## src/sv/hlmpt_pkg.sv

```systemverilog
// -----------------------------------------------------------------------------
// Hold, lock and massage phase ticker - package
// Widths, defaults and the structs passed between the block's modules.
// -----------------------------------------------------------------------------
`default_nettype none

package hlmpt_pkg;

  localparam int unsigned PHASE_STEPS_DEF = 16;
  localparam int unsigned COUNT_BITS_DEF  = 16;

  localparam int unsigned NUM_TIMERS    = 8;
  localparam int unsigned SLOT_W        = 3;
  localparam int unsigned VALUE_W       = 16;
  localparam int unsigned INTEN_W       = 8;
  localparam int unsigned LEVEL_W       = 9;
  localparam int unsigned PHASE_W       = 8;
  localparam int unsigned PHASE_ENTRIES = 2 ** PHASE_W;
  localparam int unsigned ROT_W         = 2;
  localparam int unsigned CFG_IDX_W     = 3;

  // Fixed-point scale of the phase fraction table
  localparam int unsigned FRAC_SHIFT = 16;
  localparam int unsigned FRAC_W     = FRAC_SHIFT + 1;

  typedef struct packed {
    logic [INTEN_W-1:0] min_drive;
    logic [VALUE_W-1:0] lock_hold;
    logic [VALUE_W-1:0] unlock_hold;
    logic [VALUE_W-1:0] led_flash;
    logic [VALUE_W-1:0] mode_hold;
    logic [VALUE_W-1:0] phase_step;
    logic [VALUE_W-1:0] tick_per_sec;
  } cfg_t;

  typedef struct packed {
    logic                  locked;
    logic                  massage_stop;
    logic [NUM_TIMERS-1:0] busy_mask;
  } timer_res_t;

  typedef struct packed {
    logic [ROT_W-1:0]   rotation;
    logic               rising;
    logic [PHASE_W-1:0] phase;
    logic [LEVEL_W-1:0] in_level;
    logic [LEVEL_W-1:0] out_level;
    logic [LEVEL_W-1:0] steady_level;
  } ramp_res_t;

endpackage

`default_nettype wire

```

## src/sv/hlmpt_cfg.sv

```systemverilog
// -----------------------------------------------------------------------------
// Hold, lock and massage phase ticker - configuration registers
// Decodes register writes and holds the seven control registers.
// -----------------------------------------------------------------------------
`default_nettype none

module hlmpt_cfg (
  input  logic                           clk_i,
  input  logic                           rst_ni,
  input  logic                           wr_en_i,
  input  logic [hlmpt_pkg::CFG_IDX_W-1:0] wr_idx_i,
  input  logic [hlmpt_pkg::VALUE_W-1:0]   wr_data_i,
  output hlmpt_pkg::cfg_t                 cfg_o
);
  import hlmpt_pkg::*;

  localparam logic [CFG_IDX_W-1:0] IdxMinDrive   = 3'd0;
  localparam logic [CFG_IDX_W-1:0] IdxLockHold   = 3'd1;
  localparam logic [CFG_IDX_W-1:0] IdxUnlockHold = 3'd2;
  localparam logic [CFG_IDX_W-1:0] IdxLedFlash   = 3'd3;
  localparam logic [CFG_IDX_W-1:0] IdxModeHold   = 3'd4;
  localparam logic [CFG_IDX_W-1:0] IdxPhaseStep  = 3'd5;
  localparam logic [CFG_IDX_W-1:0] IdxTickPerSec = 3'd6;

  localparam cfg_t CfgReset = '{
    min_drive:    8'd0,
    lock_hold:    16'd4500,
    unlock_hold:  16'd8000,
    led_flash:    16'd1000,
    mode_hold:    16'd3000,
    phase_step:   16'd100,
    tick_per_sec: 16'd1000
  };

  cfg_t cfg_q, cfg_d;

  always_comb begin
    cfg_d = cfg_q;
    if (wr_en_i) begin
      unique case (wr_idx_i)
        IdxMinDrive:   cfg_d.min_drive    = wr_data_i[INTEN_W-1:0];
        IdxLockHold:   cfg_d.lock_hold    = wr_data_i;
        IdxUnlockHold: cfg_d.unlock_hold  = wr_data_i;
        IdxLedFlash:   cfg_d.led_flash    = wr_data_i;
        IdxModeHold:   cfg_d.mode_hold    = wr_data_i;
        IdxPhaseStep:  cfg_d.phase_step   = wr_data_i;
        IdxTickPerSec: cfg_d.tick_per_sec = wr_data_i;
        default:       cfg_d = cfg_q;  // unmapped index: dropped
      endcase
    end
  end

  always_ff @(posedge clk_i or negedge rst_ni) begin
    if (!rst_ni) begin
      cfg_q <= CfgReset;
    end else begin
      cfg_q <= cfg_d;
    end
  end

  assign cfg_o = cfg_q;

endmodule

`default_nettype wire

```

## src/sv/hlmpt_timers.sv

```systemverilog
// -----------------------------------------------------------------------------
// Hold, lock and massage phase ticker - countdowns and button holds
// Eight countdown timers, seconds prescaler, lock toggle and mode hold.
// -----------------------------------------------------------------------------
`default_nettype none

module hlmpt_timers #(
  parameter int unsigned CountBits = hlmpt_pkg::COUNT_BITS_DEF
) (
  input  logic                          clk_i,
  input  logic                          rst_ni,
  input  logic                          step_i,
  input  logic                          load_i,
  input  logic [hlmpt_pkg::SLOT_W-1:0]  slot_i,
  input  logic [hlmpt_pkg::VALUE_W-1:0] load_value_i,
  input  logic                          lock_pressed_i,
  input  logic                          mode_pressed_i,
  input  hlmpt_pkg::cfg_t               cfg_i,
  output hlmpt_pkg::timer_res_t         res_o
);
  import hlmpt_pkg::*;

  localparam int unsigned LedSlot      = 4;
  localparam int unsigned FirstSecSlot = 5;

  logic [CountBits-1:0] cnt_q [NUM_TIMERS];
  logic [CountBits-1:0] cnt_d [NUM_TIMERS];
  logic [CountBits-1:0] dec   [NUM_TIMERS];
  logic [CountBits-1:0] sec_q, sec_d;
  logic [CountBits-1:0] lock_cnt_q, lock_cnt_d;
  logic [CountBits-1:0] mode_cnt_q, mode_cnt_d;
  logic                 latched_q, latched_d;
  logic                 locked_q, locked_d;
  logic                 stop;

  always_comb begin
    for (int unsigned i = 0; i < NUM_TIMERS; i++) begin
      dec[i] = (cnt_q[i] != '0) ? cnt_q[i] - CountBits'(1) : '0;
    end
  end

  always_comb begin
    cnt_d      = cnt_q;
    sec_d      = sec_q;
    lock_cnt_d = lock_cnt_q;
    mode_cnt_d = mode_cnt_q;
    latched_d  = latched_q;
    locked_d   = locked_q;
    stop       = 1'b0;
    if (load_i) begin
      cnt_d[slot_i] = CountBits'(load_value_i);
    end else begin
      for (int unsigned i = 0; i < FirstSecSlot; i++) begin
        cnt_d[i] = dec[i];
      end
      if (sec_q != '0) begin
        sec_d = sec_q - CountBits'(1);
      end else begin
        sec_d = CountBits'(cfg_i.tick_per_sec);
        for (int unsigned i = FirstSecSlot; i < NUM_TIMERS; i++) begin
          cnt_d[i] = dec[i];
        end
      end

      // lock toggles once per press; unlock restarts the LED flash
      if (lock_pressed_i) begin
        if (!latched_q) begin
          if (lock_cnt_q != '0) begin
            lock_cnt_d = lock_cnt_q - CountBits'(1);
          end else begin
            latched_d = 1'b1;
            locked_d  = !locked_q;
            if (locked_q) begin
              cnt_d[LedSlot] = CountBits'(cfg_i.led_flash);
            end
          end
        end
      end else begin
        latched_d  = 1'b0;
        lock_cnt_d = locked_q ? CountBits'(cfg_i.unlock_hold) : CountBits'(cfg_i.lock_hold);
      end

      if (mode_pressed_i) begin
        if (mode_cnt_q != '0) begin
          mode_cnt_d = mode_cnt_q - CountBits'(1);
        end else begin
          stop = 1'b1;
        end
      end else begin
        mode_cnt_d = CountBits'(cfg_i.mode_hold);
      end
    end
  end

  always_ff @(posedge clk_i or negedge rst_ni) begin
    if (!rst_ni) begin
      for (int unsigned i = 0; i < NUM_TIMERS; i++) begin
        cnt_q[i] <= '0;
      end
      sec_q      <= '0;
      lock_cnt_q <= '0;
      mode_cnt_q <= '0;
      latched_q  <= 1'b0;
      locked_q   <= 1'b0;
    end else if (step_i) begin
      cnt_q      <= cnt_d;
      sec_q      <= sec_d;
      lock_cnt_q <= lock_cnt_d;
      mode_cnt_q <= mode_cnt_d;
      latched_q  <= latched_d;
      locked_q   <= locked_d;
    end
  end

  always_comb begin
    res_o.locked       = locked_d;
    res_o.massage_stop = stop;
    for (int unsigned i = 0; i < NUM_TIMERS; i++) begin
      res_o.busy_mask[i] = (cnt_d[i] != '0);
    end
  end

endmodule

`default_nettype wire

```

## src/sv/hlmpt_ramp.sv

```systemverilog
// -----------------------------------------------------------------------------
// Hold, lock and massage phase ticker - massage ramp
// Phase timer, zone rotation, pulse direction and the three drive levels.
// -----------------------------------------------------------------------------
`default_nettype none

module hlmpt_ramp #(
  parameter int unsigned PhaseSteps = hlmpt_pkg::PHASE_STEPS_DEF,
  parameter int unsigned CountBits  = hlmpt_pkg::COUNT_BITS_DEF
) (
  input  logic                          clk_i,
  input  logic                          rst_ni,
  input  logic                          step_i,
  input  logic                          load_i,
  input  logic [hlmpt_pkg::INTEN_W-1:0] intensity_i,
  input  hlmpt_pkg::cfg_t               cfg_i,
  output hlmpt_pkg::ramp_res_t          res_o
);
  import hlmpt_pkg::*;

  localparam logic [PHASE_W-1:0] PhaseLast = PHASE_W'(PhaseSteps);
  localparam int unsigned        ProdW     = INTEN_W + FRAC_W;

  logic [CountBits-1:0] pcnt_q, pcnt_d;
  logic [PHASE_W-1:0]   phase_q, phase_d, phase_inc;
  logic [ROT_W-1:0]     rot_q, rot_d;
  logic                 dir_q, dir_d;
  logic [LEVEL_W-1:0]   in_q, in_d, out_q, out_d, steady_q, steady_d;
  logic                 wrap;
  logic [FRAC_W-1:0]    frac_tbl [PHASE_ENTRIES];
  logic [ProdW-1:0]     prod;
  logic [INTEN_W-1:0]   lin, lout;

  // ceil(phase * 2^FRAC_SHIFT / PhaseSteps): exact floor for 8-bit intensity
  for (genvar p = 0; p < PHASE_ENTRIES; p++) begin : g_frac
    localparam int unsigned Frac =
      (p <= PhaseSteps) ? ((p << FRAC_SHIFT) + PhaseSteps - 1) / PhaseSteps : 0;
    assign frac_tbl[p] = FRAC_W'(Frac);
  end

  assign wrap      = (phase_q >= PhaseLast);
  assign phase_inc = wrap ? PHASE_W'(1) : phase_q + PHASE_W'(1);
  assign prod      = ProdW'(intensity_i) * ProdW'(frac_tbl[phase_inc]);
  assign lin       = prod[FRAC_SHIFT +: INTEN_W];
  assign lout      = intensity_i - lin;

  always_comb begin
    pcnt_d   = pcnt_q;
    phase_d  = phase_q;
    rot_d    = rot_q;
    dir_d    = dir_q;
    in_d     = in_q;
    out_d    = out_q;
    steady_d = steady_q;
    if (!load_i) begin
      if (pcnt_q != '0) begin
        pcnt_d = pcnt_q - CountBits'(1);
      end else begin
        pcnt_d   = CountBits'(cfg_i.phase_step);
        phase_d  = phase_inc;
        rot_d    = rot_q + ROT_W'(wrap);
        dir_d    = dir_q ^ wrap;
        in_d     = LEVEL_W'(lin) + LEVEL_W'(cfg_i.min_drive);
        out_d    = LEVEL_W'(lout) + LEVEL_W'(cfg_i.min_drive);
        steady_d = LEVEL_W'(intensity_i) + LEVEL_W'(cfg_i.min_drive);
      end
    end
  end

  always_ff @(posedge clk_i or negedge rst_ni) begin
    if (!rst_ni) begin
      pcnt_q   <= '0;
      phase_q  <= '0;
      rot_q    <= '0;
      dir_q    <= 1'b0;
      in_q     <= '0;
      out_q    <= '0;
      steady_q <= '0;
    end else if (step_i) begin
      pcnt_q   <= pcnt_d;
      phase_q  <= phase_d;
      rot_q    <= rot_d;
      dir_q    <= dir_d;
      in_q     <= in_d;
      out_q    <= out_d;
      steady_q <= steady_d;
    end
  end

  always_comb begin
    res_o.rotation     = rot_d;
    res_o.rising       = dir_d;
    res_o.phase        = phase_d;
    res_o.in_level     = in_d;
    res_o.out_level    = out_d;
    res_o.steady_level = steady_d;
  end

endmodule

`default_nettype wire

```

## src/sv/hold_lock_and_massage_phase_ticker_core.sv

```systemverilog
// -----------------------------------------------------------------------------
// Hold, lock and massage phase ticker - top level
// Tick items update timers, lock, mode hold and massage ramp state; load items set a timer.
//
//   channel  | handshake                     | payload
//   ---------+-------------------------------+----------------------------------
//   in       | in_valid_i / in_stall_o       | req_type, slot, value, buttons, intensity
//   out      | out_valid_o / out_stall_i     | lock, stop, busy mask, ramp state
//   cfg      | cfg_valid_i / cfg_ready_o     | cfg_index_i, cfg_data_i
//
// One item per cycle sustained while the output is not stalled.
// Input register -> single-pass state update -> result register.
// in_stall_o rises only while the input register is full and the result
// register is full and stalled. cfg is always ready; each write is registered.
// Reset clears all but the item and result data and loads register defaults.
// -----------------------------------------------------------------------------
`default_nettype none

module hold_lock_and_massage_phase_ticker_core #(
  parameter int unsigned PhaseSteps = hlmpt_pkg::PHASE_STEPS_DEF,
  parameter int unsigned CountBits  = hlmpt_pkg::COUNT_BITS_DEF
) (
  input  logic                             clk_i,
  input  logic                             rst_ni,
  input  logic                             in_valid_i,
  output logic                             in_stall_o,
  input  logic                             req_type_i,
  input  logic [hlmpt_pkg::SLOT_W-1:0]     timer_slot_i,
  input  logic [hlmpt_pkg::VALUE_W-1:0]    load_value_i,
  input  logic                             lock_pressed_i,
  input  logic                             mode_pressed_i,
  input  logic [hlmpt_pkg::INTEN_W-1:0]    intensity_i,
  output logic                             out_valid_o,
  input  logic                             out_stall_i,
  output logic                             locked_o,
  output logic                             massage_stop_o,
  output logic [hlmpt_pkg::NUM_TIMERS-1:0] timer_busy_mask_o,
  output logic [hlmpt_pkg::ROT_W-1:0]      zone_rotation_o,
  output logic                             pulse_rising_o,
  output logic [hlmpt_pkg::PHASE_W-1:0]    ramp_phase_o,
  output logic [hlmpt_pkg::LEVEL_W-1:0]    ramp_in_level_o,
  output logic [hlmpt_pkg::LEVEL_W-1:0]    ramp_out_level_o,
  output logic [hlmpt_pkg::LEVEL_W-1:0]    steady_level_o,
  input  logic                             cfg_valid_i,
  output logic                             cfg_ready_o,
  input  logic [hlmpt_pkg::CFG_IDX_W-1:0]  cfg_index_i,
  input  logic [hlmpt_pkg::VALUE_W-1:0]    cfg_data_i
);
  import hlmpt_pkg::*;

  localparam logic ReqLoad = 1'b1;

  typedef struct packed {
    logic               req_type;
    logic [SLOT_W-1:0]  slot;
    logic [VALUE_W-1:0] load_value;
    logic               lock_btn;
    logic               mode_btn;
    logic [INTEN_W-1:0] intensity;
  } item_t;

  typedef struct packed {
    timer_res_t tmr;
    ramp_res_t  rmp;
  } result_t;

  cfg_t       cfg;
  item_t      item_q;
  result_t    res_q;
  timer_res_t tmr_res;
  ramp_res_t  rmp_res;
  logic       in_full_q, out_full_q;
  logic       advance, in_xfer, is_load;

  assign cfg_ready_o = 1'b1;

  hlmpt_cfg u_cfg (
    .clk_i     (clk_i),
    .rst_ni    (rst_ni),
    .wr_en_i   (cfg_valid_i & cfg_ready_o),
    .wr_idx_i  (cfg_index_i),
    .wr_data_i (cfg_data_i),
    .cfg_o     (cfg)
  );

  assign advance    = in_full_q && (!out_full_q || !out_stall_i);
  assign in_stall_o = in_full_q && out_full_q && out_stall_i;
  assign in_xfer    = in_valid_i && !in_stall_o;
  assign is_load    = (item_q.req_type == ReqLoad);

  hlmpt_timers #(
    .CountBits (CountBits)
  ) u_timers (
    .clk_i          (clk_i),
    .rst_ni         (rst_ni),
    .step_i         (advance),
    .load_i         (is_load),
    .slot_i         (item_q.slot),
    .load_value_i   (item_q.load_value),
    .lock_pressed_i (item_q.lock_btn),
    .mode_pressed_i (item_q.mode_btn),
    .cfg_i          (cfg),
    .res_o          (tmr_res)
  );

  hlmpt_ramp #(
    .PhaseSteps (PhaseSteps),
    .CountBits  (CountBits)
  ) u_ramp (
    .clk_i       (clk_i),
    .rst_ni      (rst_ni),
    .step_i      (advance),
    .load_i      (is_load),
    .intensity_i (item_q.intensity),
    .cfg_i       (cfg),
    .res_o       (rmp_res)
  );

  always_ff @(posedge clk_i or negedge rst_ni) begin
    if (!rst_ni) begin
      in_full_q  <= 1'b0;
      out_full_q <= 1'b0;
    end else begin
      if (in_xfer) begin
        in_full_q <= 1'b1;
      end else if (advance) begin
        in_full_q <= 1'b0;
      end
      if (advance) begin
        out_full_q <= 1'b1;
      end else if (!out_stall_i) begin
        out_full_q <= 1'b0;
      end
    end
  end

  always_ff @(posedge clk_i) begin
    if (in_xfer) begin
      item_q <= '{
        req_type:   req_type_i,
        slot:       timer_slot_i,
        load_value: load_value_i,
        lock_btn:   lock_pressed_i,
        mode_btn:   mode_pressed_i,
        intensity:  intensity_i
      };
    end
    if (advance) begin
      res_q <= '{tmr: tmr_res, rmp: rmp_res};
    end
  end

  assign out_valid_o       = out_full_q;
  assign locked_o          = res_q.tmr.locked;
  assign massage_stop_o    = res_q.tmr.massage_stop;
  assign timer_busy_mask_o = res_q.tmr.busy_mask;
  assign zone_rotation_o   = res_q.rmp.rotation;
  assign pulse_rising_o    = res_q.rmp.rising;
  assign ramp_phase_o      = res_q.rmp.phase;
  assign ramp_in_level_o   = res_q.rmp.in_level;
  assign ramp_out_level_o  = res_q.rmp.out_level;
  assign steady_level_o    = res_q.rmp.steady_level;

endmodule

`default_nettype wire

```

## config.mk

```make
export PLATFORM = sky130hd
export DESIGN_NAME = hold_lock_and_massage_phase_ticker_core
export DESIGN_NICKNAME = d
export VERILOG_FILES = /design/src/sv/hlmpt_pkg.sv /design/src/sv/hlmpt_cfg.sv /design/src/sv/hlmpt_timers.sv /design/src/sv/hlmpt_ramp.sv /design/src/sv/hold_lock_and_massage_phase_ticker_core.sv
export SDC_FILE = /design/constraint.sdc
export NUM_CORES = 1
export LEC_CHECK = 0
export BUFFER_PORTS_ARGS = -buffer_cell sky130_fd_sc_hd__clkbuf_2
export CAP_MARGIN = 30
export CORE_ASPECT_RATIO = 1.5
export CORE_MARGIN = 2
export CORE_UTILIZATION = 30
export CTS_CLUSTER_SIZE = 8
export DETAILED_ROUTE_END_ITERATION = 12
export REMOVE_ABC_BUFFERS = 1
export SYNTH_ARGS = -nofsm -noshare
export SYNTH_HDL_FRONTEND = slang
export SYNTH_HIERARCHICAL = 1
export SYNTH_SLANG_ARGS = --single-unit
export TNS_END_PERCENT = 1
```

## constraint.sdc

```tcl
create_clock -name clk_i -period 15.92 [get_ports clk_i]
set_input_delay 2.388 -clock clk_i [delete_from_list [all_inputs] [get_ports clk_i]]
set_output_delay 2.388 -clock clk_i [all_outputs]
set_load 0.01 [all_outputs]
```

* Yosys cells after proc, flatten, opt, wreduce, memory -nomap -nowiden
Memory sizes are Yosys's and may differ from the RTL's. Index checks and enable logic that the tools add are counted.
Storage, ports and cells: ROM bits 4352, word-level logic and storage cells 178, output and inout bits 51, register bits after elaboration 416, input bits 54, memories 1
Memories:
- (name not given) | words 256, width 17, read ports 1, clocked after memory_dff 0, write ports 0, RTL line hlmpt_ramp.sv:43 | assign prod = ProdW'(intensity_i) * ProdW'(frac_tbl[phase_inc]);
Operators by class: multiply operators 1, mux-type cells 52, reduce and logical (&&, ||, !) cells 43, $add $sub $neg 18, magnitude comparators 4, bitwise operators 5, eq/ne operators 10
Operator list (count):
- 2-to-1 mux 16 bit | 21
- nonzero test 16 bit | 20
- subtractor 16 x 1 -> 16 bit (second input constant) | 12
- bitwise mux 128 bit | 1
- 2-to-1 mux 128 bit | 1
- 2-to-1 mux 9 bit | 6
- demux 16 bit (select 3 bit) | 1
- 2-to-1 mux 48 bit | 1
- 2-to-1 mux 17 bit | 2
- adder 8 x 8 -> 9 bit | 3
- multiplier 8 x 17 -> 24 bit | 1
- 2-to-1 mux 8 bit | 3
- AND reduction 2 bit | 8
- 2-to-1 mux 1 bit | 14
- equality test 3 bit (second input constant) | 3
- >= comparator 9 bit (second input constant) | 1
- NOT 8 -> 9 bit | 1
- adder 8 x 1 -> 8 bit (second input constant) | 1
- >= comparator 8 x 5 -> 1 bit (second input constant) | 1
- subtractor 8 bit | 1
- equality test 3 x 2 -> 1 bit (second input constant) | 2
- inequality test 2 x 1 -> 1 bit (second input constant) | 3
- logical AND 1 bit | 5
- >= comparator 4 bit (second input constant) | 1
- other kinds (15) | 20

* Longest topological paths before layout
depth after elaboration 11, gate-level depth with buffers 31, mapped depth without buffers 29

* Cells and area by module
The synthesis kept the hierarchy.
By module, submodules not included:
- hlmpt_timers | instances 1, area each 13973.4 µm², seq. area each 4454.3 µm², cells each 1745
- hlmpt_ramp | instances 1, area each 5424.0 µm², seq. area each 1351.3 µm², cells each 647
- hlmpt_cfg | instances 1, area each 4176.5 µm², seq. area each 2643.8 µm², cells each 228
- hold_lock_and_massage_phase_ticker_core | instances 1, area each 2446.1 µm², seq. area each 2392.3 µm², cells each 88

* Worst setup path after synthesis
OpenSTA, ideal clock, no wires.
kind input-to-reg, start input out_stall_i, end register u_timers.mode_cnt_q[11], cell stages on the path 8, library setup time 77 ps, path slack 8286 ps, arrival time 7556 ps, data required time 15843 ps, path buffers 2, cells stage by stage a21boi_0 -> clkbuf_1 -> inv_1 -> nor2_1 -> o31a_1 -> clkbuf_1 -> a21oi_1 -> a21oi_1
Between the ends: cells in the longest elaborated chain, start to end 4
RTL lines:
- start, declared | RTL line hold_lock_and_massage_phase_ticker_core.sv:34 | input logic out_stall_i,
- zero test 1 bit
- logical OR 1 bit | RTL line hold_lock_and_massage_phase_ticker_core.sv:86 | assign advance = in_full_q && (!out_full_q || !out_stall_i);
- logical AND 1 bit | RTL line hold_lock_and_massage_phase_ticker_core.sv:86
- AND reduction 3 bit (no source line)
- end signal, assigned | RTL line hlmpt_timers.sv:109 | mode_cnt_q <= mode_cnt_d;
- end, declared | RTL line hlmpt_timers.sv:31 | logic [CountBits-1:0] mode_cnt_q, mode_cnt_d;
No other way between the ends. A chain may end at the register's enable or synchronous reset.

==> summary.md <==
| Metric | Value |
|---|---|
| Outcome | `finished clean` |
| Worst Path Max Fanout | `13` |
| CTS root buf | `clkbuf_16` |
| Worst Hold Path Cells | `2` |
| Final Cell Area | `29200 um^2` |
| Met1 usage | `19.3%` |
| Clk_skew | `0.0398 ns` |
| Clock power share | `25.6%` |
| Main synth FF type | `dfrtp_1` |
| Worst-margin pin slew | `1.06 ns` |
| Via-per-instance ratio | `5.32` |
| Leakage | `12.0 nW` |
| Syn_area_per_cell | `9.61 um^2` |
| Hold Startpoint | `u_ramp/out_q[1]$_DFFE_PN0P_` |
| Setup Fix Bufs, Post-CTS | `0` |
| Sw frac | `38.6%` |
| Total Routing Usage GR | `16.6%` |
| Area growth from synthesis to layout | `12.3%` |
| Worst Path Arrival | `8.04 ns` |
| Busiest grt layer | `met2` |
| CP required | `16.28 ns` |
| Vias | `20.8k` |
| Post-synth EDFFs | `78` |
| Worst Hold End | `u_ramp/out_q[1]$_DFFE_PN0P_` |
| Initial antenna violation count | `3` |
| RSZ-0062 raised after global routing | `no` |
| VDD IR-drop max | `139 uV` |
| Sequential fraction of the synthesis area | `41.7%` |
| Worst reg2reg path depth | `25` |
| Gpl congestion | `0.836` |
| Cell Pwr Density | `157 nW/um^2` |
| Io pins | `105` |
| Syn Inst Count | `2708` |
| Post-synthesis mux area share | `11.4%` |
| # port buffers | `103` |
| Gate power share | `37.1%` |
| Flops & latches, synth | `416` |
| Worst r2r src | `u_ramp/phase_q[5]$_DFFE_PN0P_` |
| Reported net switching power | `0.00177 W` |
| CTS max path bufs | `3` |
| Compound-cell area share of the yosys netlist | `15.0%` |
| Die W | `244 um` |
| Setup CP Type | `reg2reg` |
| DR WL/cell | `19.1 um` |
| Placed cell areas | `27500 um^2` |
| CP Capture Type | `flip-flop` |
| Final slew viol count | `0` |
| Final Core Density | `33.9%` |
| Clock latency on the worst-skew pair | `0.65 ns` |
| Area leader, netlist | `dfrtp_1` |
| Site row count | `132` |
| Mapped Area | `26000 um^2` |
| Post-cts gate resize count | `0` |
| Layout Nets | `2886` |
| Post-Synth Simple-Gate Area | `18.6%` |
| Crit Reg-Reg Endpoint | `ramp_out_level_o[8]$_DFFE_PP_` |
| Post-DP HPWL | `49.7 mm` |
| Reg clk slew, reported paths | `0.05 ns` |
| Drc violations | `0` |
| CTS hold repair buffers | `0` |
| Met2 usage | `29.9%` |
| Synth area leaders | `dfrtp_1 29%, edfxtp_1 9.0%, mux2_2 7.0%, nand2_1 4.4%, ha_1 3.7%` |
| CTS tree | `yes` |
| Final hold vios | `0` |
| DRT iter0 DRCs | `1321` |
| TritonCTS Buffers | `58` |
| CTS H-tree depth | `2` |
| Main combinational cell family by area after synthesis | `simple AND/OR/NAND/NOR gates` |
| Setup Viol. Count Final | `0` |
| Slew margin rel. | `28.8%` |
| Reg2Reg Setup Slack | `8.24 ns` |
| Minimum clock period | `7.68 ns` |
| Post-Synth XOR/XNOR Area | `3.74%` |
| CP startpoint kind | `flip-flop` |
| Area of the die | `89200 um^2` |
| Warnings, synthesis | `6` |
| Vias in the first global route | `20.4k` |
| CORE AREA | `86200 um^2` |
| Starting Density | `30.2%` |
| Number of distinct library cells after synthesis | `92` |
| Iteration count of the initial detailed-routing pass | `5` |
| Global-route wire length before repair | `117 mm` |
| M3 GR Usage | `2.13%` |
| Die Y | `365 um` |
| Routed WL | `74.7 mm` |
| Clock sinks | `416` |
| Seq pwr share | `37.3%` |
| Largest net degree at the start of global routing | `147` |
| Final antenna-violating net count | `0` |
| Grt total ovfl | `0` |
| Synth Area in Adders | `5.27%` |
| Internal power | `0.00282 W` |
| Fmax | `130 MHz` |
| Fraction of layout cells with a size suffix above 1 | `18.0%` |
| Ys async rst share | `81.3%` |
| Maxcap violations | `0` |
| Post-synth top area share | `29.3%` |
| Final period util | `48.3%` |
| Min-delay worst type | `reg2reg` |
| Layout filler cell count | `8877` |
==> cell type report <==
cell class	count	area, um^2	area share, %
Timing Repair Buffer	140	868	2.97
Clock inverter	4	66.3	0.227
Clock buffer	97	1610	5.50
Inverter	83	312	1.07
Antenna cell	1	2.50	0.00856
Sequential cell	416	10800	37.1
Tap cell	1139	1430	4.88
Multi-Input combinational cell	2036	14100	48.2
==> Yosys cell counts, types with 32 or more instances <==
master    instances
xor2_1           55
dfrtp_1         305
nand2_1         303
nor3_1           81
nor2b_1          32
nor2_1          184
inv_1            83
o22ai_1          45
a21oi_1         187
nand3_1          73
nor4_1           47
dfstp_2          33
clkbuf_1        115
ha_1             76
xnor2_1          56
o21ai_0         142
edfxtp_1         78
mux2_2          161
mux2i_1          70
==> power groups by stage <==
stage	clock network [W]	logic [W]	registers, W
global placement	0	0.00167	0.00172
detailed placement	0	0.00169	0.00172
floorplan	0	0.00132	0.00164
global route	0.00125	0.00191	0.00176
finish	0.00117	0.00170	0.00171
CTS	0.00121	0.00170	0.00171
==> cells in the final DEF (no fill, tap or decap), drive strengths merged, types with 9 or more instances in the layout <==
master,netlist,routed
dfrtp,305,305
nand2,303,303
clkbuf,117,199
mux2,191,191
a21oi,188,188
nor2,185,185
o21ai,166,166
inv,83,85
nor3,83,83
edfxtp,78,78
ha,76,76
nand3,74,74
mux2i,70,70
xnor2,56,56
xor2,55,55
nor4,53,53
o22ai,45,45
buf,56,38
dfstp,33,33
nor2b,32,32
or4,31,31
and2,30,30
or3,28,28
nand4,26,26
and3,22,22
o31ai,22,22
a211oi,21,21
fa,21,21
nand2b,18,18
a31oi,18,18
a22o,17,17
o21a,15,15
o211ai,14,14
a21o,14,14
nand3b,12,12
nand4b,10,10
a22oi,9,9
o41ai,9,9
nor3b,9,9
==> stage by stage <==
stage                     total power [W]  TNS, ns  hold WS [ns]  setup WS (ns)  cells
after detailed placement          0.00341        0         0.455           8.21   3812
after global placement            0.00338        0         0.449           8.39   3809
final                             0.00458        0         0.469           8.24   3916
after CTS                         0.00462        0         0.467           8.22   3913
after floorplan                   0.00296  -893.87         0.439          -8.94   2535
after global routing              0.00492        0         0.487           7.60   3916
==> how the worst max path moves through the flow <==
stage / from / endpoint / slack [ns] / cells past startpoint
after floorplan: out_stall_i / u_timers/mode_cnt_q[5]$_DFFE_PN0P_ / -8.94 / 6
after global placement: u_ramp/phase_q[5]$_DFFE_PN0P_ / ramp_out_level_o[8]$_DFFE_PP_ / 8.39 / 26
after detailed placement: u_ramp/phase_q[5]$_DFFE_PN0P_ / ramp_out_level_o[8]$_DFFE_PP_ / 8.21 / 26
after CTS: u_ramp/phase_q[5]$_DFFE_PN0P_ / ramp_out_level_o[8]$_DFFE_PP_ / 8.22 / 26
after global routing: u_ramp/phase_q[5]$_DFFE_PN0P_ / u_ramp/out_q[8]$_DFFE_PN0P_ / 7.60 / 27
final: u_ramp/phase_q[5]$_DFFE_PN0P_ / ramp_out_level_o[8]$_DFFE_PP_ / 8.24 / 25
==> sequential cells by signal, indices dropped and copies added, names as in the netlist, 2 cells and up <==
| signal | flops |
|---|---|
| ramp_phase_o | 8 |
| u_ramp/pcnt_q | 16 |
| u_ramp/phase_q | 8 |
| u_ramp/rot_q | 2 |
| ramp_out_level_o | 9 |
| item_q | 29 |
| u_timers/lock_cnt_q | 16 |
| u_timers/sec_q | 16 |
| steady_level_o | 9 |
| ramp_in_level_o | 9 |
| timer_busy_mask_o | 8 |
| u_cfg/cfg_o | 104 |
| u_timers/cnt_q | 128 |
| u_timers/mode_cnt_q | 16 |
| zone_rotation_o | 2 |
| u_ramp/out_q | 9 |
| u_ramp/in_q | 9 |
| u_ramp/steady_q | 9 |
==> per-layer routing <==
| metal | share of wire [%] | up-vias |
|---|---|---|
| met2 | 51 | 474 |
| met4 | 4.8 | 0 |
| met1 | 41 | 10300 |
| met5 | 0 | - |
| met3 | 3.8 | 176 |
| li1 | - | 9898 |
==> kinds of logic after synthesis <==
logic type | after synthesis
adders and majority gates | 97
and+or+nand+nor | 946
other | 1
muxes | 261
xor gates and xnor gates | 111
DFF | 416
AOI/OAI and AO/OA | 620
buffers and inverters | 256
==> critical path: stages, from the launching register on <==
cell	delay [ns]
dfrtp_1	0.39
nor4_2	0.53
inv_1	0.32
or2_2	0.39
nor3_1	0.48
and2_1	0.23
fa_1	0.43
ha_1	0.29
inv_1	0.05
fa_1	0.50
fa_1	0.54
inv_1	0.04
ha_1	0.37
a211o_1	0.29
o22ai_1	0.23
xnor2_1	0.19
inv_1	0.08
ha_1	0.31
and3_1	0.18
a211oi_1	0.37
a21oi_1	0.14
xnor2_1	0.20
xnor2_1	0.10
ha_1	0.21
o41ai_1	0.49
o21ai_2	0.07
Power figures use the tool's default switching activity.
